## src/hw/rtl/b2da_pkg.sv

```systemverilog
// Shared constants and helper functions for the binary to decimal ASCII unit.
package b2da_pkg;

  localparam int VALUE_W = 32;
  localparam int CHAR_W = 6;
  localparam int CNT_W = 4;
  localparam int BIT_CNT_W = $clog2(VALUE_W);
  localparam int DIGIT_W = 4;
  // Decimal digits needed for the widest 32-bit value
  localparam int DEC_DIGITS_32 = 10;
  localparam int MAX_DIGITS_DEF = 10;
  localparam logic [CHAR_W-1:0] ASCII_ZERO = 6'h30;

  // 10^n, evaluated at elaboration only
  function automatic logic [63:0] pow10(input int n);
    logic [63:0] p;
    p = 64'd1;
    for (int k = 0; k < n && k < 19; k++) begin
      p = p * 64'd10;
    end
    return p;
  endfunction

  // Largest value representable in n decimal digits, capped to 32 bits
  function automatic logic [VALUE_W-1:0] sat_limit(input int n);
    logic [63:0] lim;
    if (n < DEC_DIGITS_32) begin
      lim = pow10(n) - 64'd1;
    end else begin
      lim = 64'hFFFF_FFFF;
    end
    return lim[VALUE_W-1:0];
  endfunction

endpackage

```

## src/hw/rtl/b2da_dabble.sv

```systemverilog
// Shift-add-3 step: adjusts every BCD digit and shifts in one binary bit.
module b2da_dabble #(
  parameter int NDIG = b2da_pkg::DEC_DIGITS_32
) (
  input  logic [b2da_pkg::DIGIT_W*NDIG-1:0] bcd_in,
  input  logic                              bit_in,
  output logic [b2da_pkg::DIGIT_W*NDIG-1:0] bcd_out
);

  localparam int DW = b2da_pkg::DIGIT_W;
  localparam int BCD_W = DW * NDIG;

  logic [BCD_W-1:0] adj;

  // Add three to each digit of five or more, then shift left by one
  always_comb begin
    for (int i = 0; i < NDIG; i++) begin
      if (bcd_in[i*DW +: DW] >= 4'd5) begin
        adj[i*DW +: DW] = bcd_in[i*DW +: DW] + 4'd3;
      end else begin
        adj[i*DW +: DW] = bcd_in[i*DW +: DW];
      end
    end
    bcd_out = {adj[BCD_W-2:0], bit_in};
  end

endmodule

```

## src/hw/rtl/binary_to_decimal_ascii_unit.sv

```systemverilog
// Top level: sequencer that converts a 32-bit value to ASCII decimal characters.
//
//  channel | signals                                   | direction
//  --------+-------------------------------------------+----------
//  input   | in_valid, in_ready, value[31:0]           | in
//  output  | out_valid, out_ready, digit_char[5:0],    | out
//          | is_last, char_count[3:0]                  |
//
// One transaction is accepted while idle, then its 32 bits are shifted one at a
// time through the shared dabble step, leading zeros are dropped (keeping at
// least one digit) and the count is latched; then one character is emitted per
// cycle while out_ready is high.
// in_ready is high only while idle; the next value is taken after the last
// character is accepted. A stalled output holds its character.
// rst is synchronous, active high, and returns the sequencer to idle.
module binary_to_decimal_ascii_unit #(
  parameter int MAX_DIGITS = b2da_pkg::MAX_DIGITS_DEF
) (
  input  logic                           clk,
  input  logic                           rst,
  input  logic                           in_valid,
  output logic                           in_ready,
  input  logic [b2da_pkg::VALUE_W-1:0]   value,
  output logic                           out_valid,
  input  logic                           out_ready,
  output logic [b2da_pkg::CHAR_W-1:0]    digit_char,
  output logic                           is_last,
  output logic [b2da_pkg::CNT_W-1:0]     char_count
);

  localparam int NDIG = (MAX_DIGITS < b2da_pkg::DEC_DIGITS_32) ?
                        MAX_DIGITS : b2da_pkg::DEC_DIGITS_32;
  localparam int DW = b2da_pkg::DIGIT_W;
  localparam int BCD_W = DW * NDIG;
  localparam int VW = b2da_pkg::VALUE_W;
  localparam int CW = b2da_pkg::CNT_W;
  localparam int BW = b2da_pkg::BIT_CNT_W;
  localparam logic [VW-1:0] LIMIT = b2da_pkg::sat_limit(MAX_DIGITS);
  localparam logic [BW-1:0] LAST_BIT = BW'(VW - 1);

  typedef enum logic [3:0] {
    ST_IDLE = 4'b0001,
    ST_CONV = 4'b0010,
    ST_SKIP = 4'b0100,
    ST_EMIT = 4'b1000
  } state_t;

  state_t            state;
  logic [VW-1:0]     shreg;
  logic [BCD_W-1:0]  bcd;
  logic [BCD_W-1:0]  bcd_next;
  logic [BW-1:0]     bit_cnt;
  logic [CW-1:0]     remaining;
  logic [CW-1:0]     total;
  logic [DW-1:0]     top_digit;

  b2da_dabble #(.NDIG(NDIG)) u_dabble (
    .bcd_in  (bcd),
    .bit_in  (shreg[VW-1]),
    .bcd_out (bcd_next)
  );

  assign top_digit = bcd[BCD_W-1 -: DW];

  assign in_ready   = (state == ST_IDLE);
  assign out_valid  = (state == ST_EMIT);
  assign digit_char = b2da_pkg::ASCII_ZERO | {2'b00, top_digit};
  assign is_last    = (remaining == CW'(1));
  assign char_count = is_last ? total : '0;

  always_ff @(posedge clk) begin
    if (rst) begin
      state     <= ST_IDLE;
      bit_cnt   <= '0;
      remaining <= '0;
      total     <= '0;
    end else begin
      unique case (state)
        ST_IDLE: begin
          if (in_valid) begin
            // Saturate values with more digits than the unit emits
            shreg   <= (value > LIMIT) ? LIMIT : value;
            bcd     <= '0;
            bit_cnt <= '0;
            state   <= ST_CONV;
          end
        end
        ST_CONV: begin
          bcd     <= bcd_next;
          shreg   <= {shreg[VW-2:0], 1'b0};
          bit_cnt <= bit_cnt + BW'(1);
          if (bit_cnt == LAST_BIT) begin
            remaining <= CW'(NDIG);
            state     <= ST_SKIP;
          end
        end
        ST_SKIP: begin
          // Drop leading zeros, keeping at least one digit
          if (top_digit == '0 && remaining > CW'(1)) begin
            bcd       <= bcd << DW;
            remaining <= remaining - CW'(1);
          end else begin
            total <= remaining;
            state <= ST_EMIT;
          end
        end
        ST_EMIT: begin
          if (out_ready) begin
            if (remaining == CW'(1)) begin
              state <= ST_IDLE;
            end else begin
              bcd       <= bcd << DW;
              remaining <= remaining - CW'(1);
            end
          end
        end
        default: begin
          state <= ST_IDLE;
        end
      endcase
    end
  end

  a_idle_no_output: assert property (@(posedge clk) disable iff (rst)
    in_ready |-> !out_valid)
    else $error("output valid while sequencer idle");

  a_accept_busy: assert property (@(posedge clk) disable iff (rst)
    (in_valid && in_ready) |=> !in_ready)
    else $error("ready right after accepting a value");

  a_digit_range: assert property (@(posedge clk) disable iff (rst)
    out_valid |-> (digit_char[5:4] == 2'b11 && digit_char[3:0] <= 4'd9))
    else $error("character is not a decimal digit");

  a_last_count: assert property (@(posedge clk) disable iff (rst)
    (out_valid && is_last) |-> (char_count != '0 && char_count <= CW'(NDIG)))
    else $error("character count out of range on last character");

  a_remaining_range: assert property (@(posedge clk) disable iff (rst)
    out_valid |-> (remaining != '0 && remaining <= total))
    else $error("remaining character count inconsistent");

endmodule

```

## config.mk

```make
export PLATFORM = sky130hd
export DESIGN_NAME = binary_to_decimal_ascii_unit
export DESIGN_NICKNAME = d
export VERILOG_FILES = /design/src/hw/rtl/b2da_pkg.sv /design/src/hw/rtl/b2da_dabble.sv /design/src/hw/rtl/binary_to_decimal_ascii_unit.sv
export SDC_FILE = /design/constraint.sdc
export NUM_CORES = 1
export LEC_CHECK = 0
export BUFFER_PORTS_ARGS = -buffer_cell sky130_fd_sc_hd__buf_2
export CAP_MARGIN = 5
export CORE_ASPECT_RATIO = 0.75
export CORE_MARGIN = 2
export CORE_UTILIZATION = 34
export CTS_CLUSTER_SIZE = 12
export DETAILED_ROUTE_END_ITERATION = 12
export HOLD_SLACK_MARGIN = 0.05
export PLACE_DENSITY = 0.55
export SLEW_MARGIN = 40
export SYNTH_ARGS = -nofsm -noshare
export SYNTH_HDL_FRONTEND = slang
export SYNTH_HIERARCHICAL = 1
export SYNTH_SLANG_ARGS = --single-unit
```

## constraint.sdc

```tcl
create_clock -name clk -period 4.1 [get_ports clk]
set_input_delay 0.205 -clock clk [delete_from_list [all_inputs] [get_ports clk]]
set_output_delay 0.205 -clock clk [all_outputs]
set_load 0.01 [all_outputs]
```

==> summary.md <==
| Metric | Value |
|---|---|
| Iteration-0 DRC Markers | 206 |
| Antenna-violating nets left | 0 |
| Final instance area | 0.00571 mm2 |
| EDFF count, synth | 72 |
| Multi-input gate area | 0.00228 mm2 |
| HP Class | in2reg |
| Final Hold Viols | 0 |
| Post-synthesis adder-cell area fraction | 0.0598 |
| Synth-to-Final Area Change | 13.8% |
| Synth unique cells | 49 |
| Hold-fix buffers at CTS | 0 |
| YS warnings | 6 |
| Setup repair bufs after CTS | 0 |
| # resized after CTS | 0 |
| Compound-gate portion of the synthesized area | 0.148 |
| Die area | 0.0158 mm2 |
| Fill cell count | 1416 |
| DRC | 0 |
| DR vias | 3549 |
| Clock-pin slew of the registers on the worst-case setup and hold paths | 70 ps |
| Die X | 144 um |
| Tcrit/Tclk final | 0.579 |
| Post-Synth XOR/XNOR Area | 0.0192 |
| Site Rows | 38 |
| Synth Instances | 504 |
| Wire length of the first global-routing pass | 15100 um |
| Drt pass-1 iters | 4 |
| Max-cap viol count | 0 |
| Leak pwr | 2.34 nW |
| Wire per inst | 12.6 um |
| Worst Max-Slew Pin Slew | 615 ps |
| Cell area after synthesis | 0.00502 mm2 |
| Core box area | 0.0145 mm2 |
| # H-tree levels | 3 |
| Multiplexer area fraction after synthesis | 0.0199 |
| Final min period | 2370 ps |
| RSZ-0062 raised after global routing | false |
| FF/Latch Area | 0.00250 mm2 |
| Vias in the first global route | 3157 |
| Flops & latches, synth | 89 |
| Global Route Usage Sum | 0.122 |
| Final core occ | 0.395 |
| Final Skew | 7.26 ps |
| RePlAce Congestion | 0.750 |
| Fraction of layout cells with a size suffix above 1 | 0.164 |
| Critical path startpoint category | register |
| Critical path peak fanout | 40 |
| Via density | 4.78 |
| Setup Viol. Count Final | 0 |
| Die Y-Extent | 109 um |
| Main combinational cell family by area after synthesis | simple AND/OR/NAND/NOR gates |
| Status | finished clean |
| Dpl cell area | 0.00539 mm2 |
| DP Wirelength | 6020 um |
| Sequential area share after synthesis | 0.498 |
| I/O Buffers | 46 |
| Final nets | 597 |
| Max_slew headroom | 0.590 |
| Num ports | 49 |
| CTS tree | yes |
| Gr ovfl total | 0 |
| N_diodes | 0 |
| Fmax | 421 MHz |
| Required time worst endpoint | 4130 ps |
| PwrDens | 409 mW/mm2 |
| Setup TNS | 0 ps |
| Crit path DAT | 2400 ps |
| Pin count of the biggest net entering global routing | 78 |
| Placed insts | 726 |
| Avg Cell Area, Syn | 9.96 um2 |
| Initial antenna violation count | 0 |
| Num Clock Sinks | 89 |
| Starting Density | 0.347 |
| Predominant post-synthesis flop cell | edfxtp_1 |
| Slew Limit Fails | 0 |
| Clk buf depth | 2 |
| Worst-Skew Late Latency | 340 ps |
| Worst setup EP type | register |
| Clk root buf | clkbuf_16 |
| Post-Layout Cell Count | 742 |
| Synth async-reset ratio | 0 |
| Peak VDD IR | 233 uV |
| Total Routed Length | 9370 um |
| Setup CP Type | reg2reg |
| CTS Buf Count | 9 |
| Post-synthesis simple-gate area fraction | 0.202 |
[where the power goes]
group	switching (mW)	leakage, nW	total, mW	internal, mW
combinational	0.180	1.37	0.311	0.131
sequential	0.0669	0.821	1.13	1.06
clock	0.358	0.145	0.895	0.537
[worst max-delay path, cell delays in order, from the launching register on]
cell and delay [ps]:
dfxtp_1 610, inv_2 100, nor4_4 590, nand2_1 280
o211a_1 180, buf_4 280
[metal layers]
layer / GRT usage / up-vias / part of all wire
met2: 0.190 / 46 / 0.45
li1: - / 1811 / -
met1: 0.165 / 1686 / 0.50
met3: 0.0356 / 6 / 0.033
met5: 0 / - / 0
met4: 0.0354 / 0 / 0.011
[worst paths after layout]
path,start,to,slack (ps),cells after the start
hold reg to reg,total[0],total[0],460,2
setup reg to reg,state[2],bcd[6],1730,5
hold / removal,value[18],shreg[18],130,3
setup / recovery,state[2],bcd[6],1730,5
[synth_stat cells, types with 11 or more instances]
cell type	number	area share
nand2_1	139	0.10
edfxtp_1	72	0.43
a22o_1	36	0.063
inv_1	26	0.019
ha_1	24	0.060
nor2_1	23	0.017
nand2b_1	20	0.025
dfxtp_1	17	0.068
clkbuf_1	12	0.0090
o21ai_0	12	0.012
a21oi_1	11	0.011
a21oi_2	11	0.019
xnor2_1	11	0.019
[cell families (layout without fill, tap and decap cells)]
kind of cell               Yosys count  count (layout)
muxes                               10              10
DFF                                 89              89
and+or+nand+nor                    214             214
AOI/OAI and AO/OA                   99              99
other                                1               2
adders and majority gates           24              24
buffers and inverters               56              93
xor gates and xnor gates            11              11
[cell usage in the layout, fill, tap and decap left out, types with 3 or more instances in the layout]
cell type,instances
a21oi_2,11
o21ai_1,9
ha_1,24
a22o_1,36
clkbuf_16,9
o21ai_0,12
o31ai_1,3
buf_2,46
nand3b_1,3
mux2i_1,10
edfxtp_1,72
clkinvlp_4,3
and2_1,9
nand2_1,139
buf_4,3
dfxtp_1,17
xnor2_1,11
nor2_1,22
nand3_1,5
nand2b_1,20
inv_1,26
a21oi_1,11
[sequential cells by signal, indices dropped and copies added (netlist names)]
name and flops:
state 4, bit_cnt 5, remaining 4, bcd 40, shreg 32, total 4
[per-stage QoR]
stage	setup slack, ps	hold WS [ps]	total power [mW]
floorplan	1250	344	1.38
global placement	1780	443	1.45
detailed placement	1720	452	1.47
CTS	1700	119	2.37
global route	1570	123	2.45
finish	1730	134	2.34
[cell type report]
| cell class | count | area share |
|---|---|---|
| multi-input combinational | 360 | 0.398 |
| clock inverter | 6 | 0.0160 |
| sequential | 89 | 0.438 |
| inverter | 27 | 0.0177 |
| clock buffer | 10 | 0.0401 |
| tap | 200 | 0.0438 |
| timing repair buffer | 50 | 0.0462 |
Power figures use the tool's default switching activity.
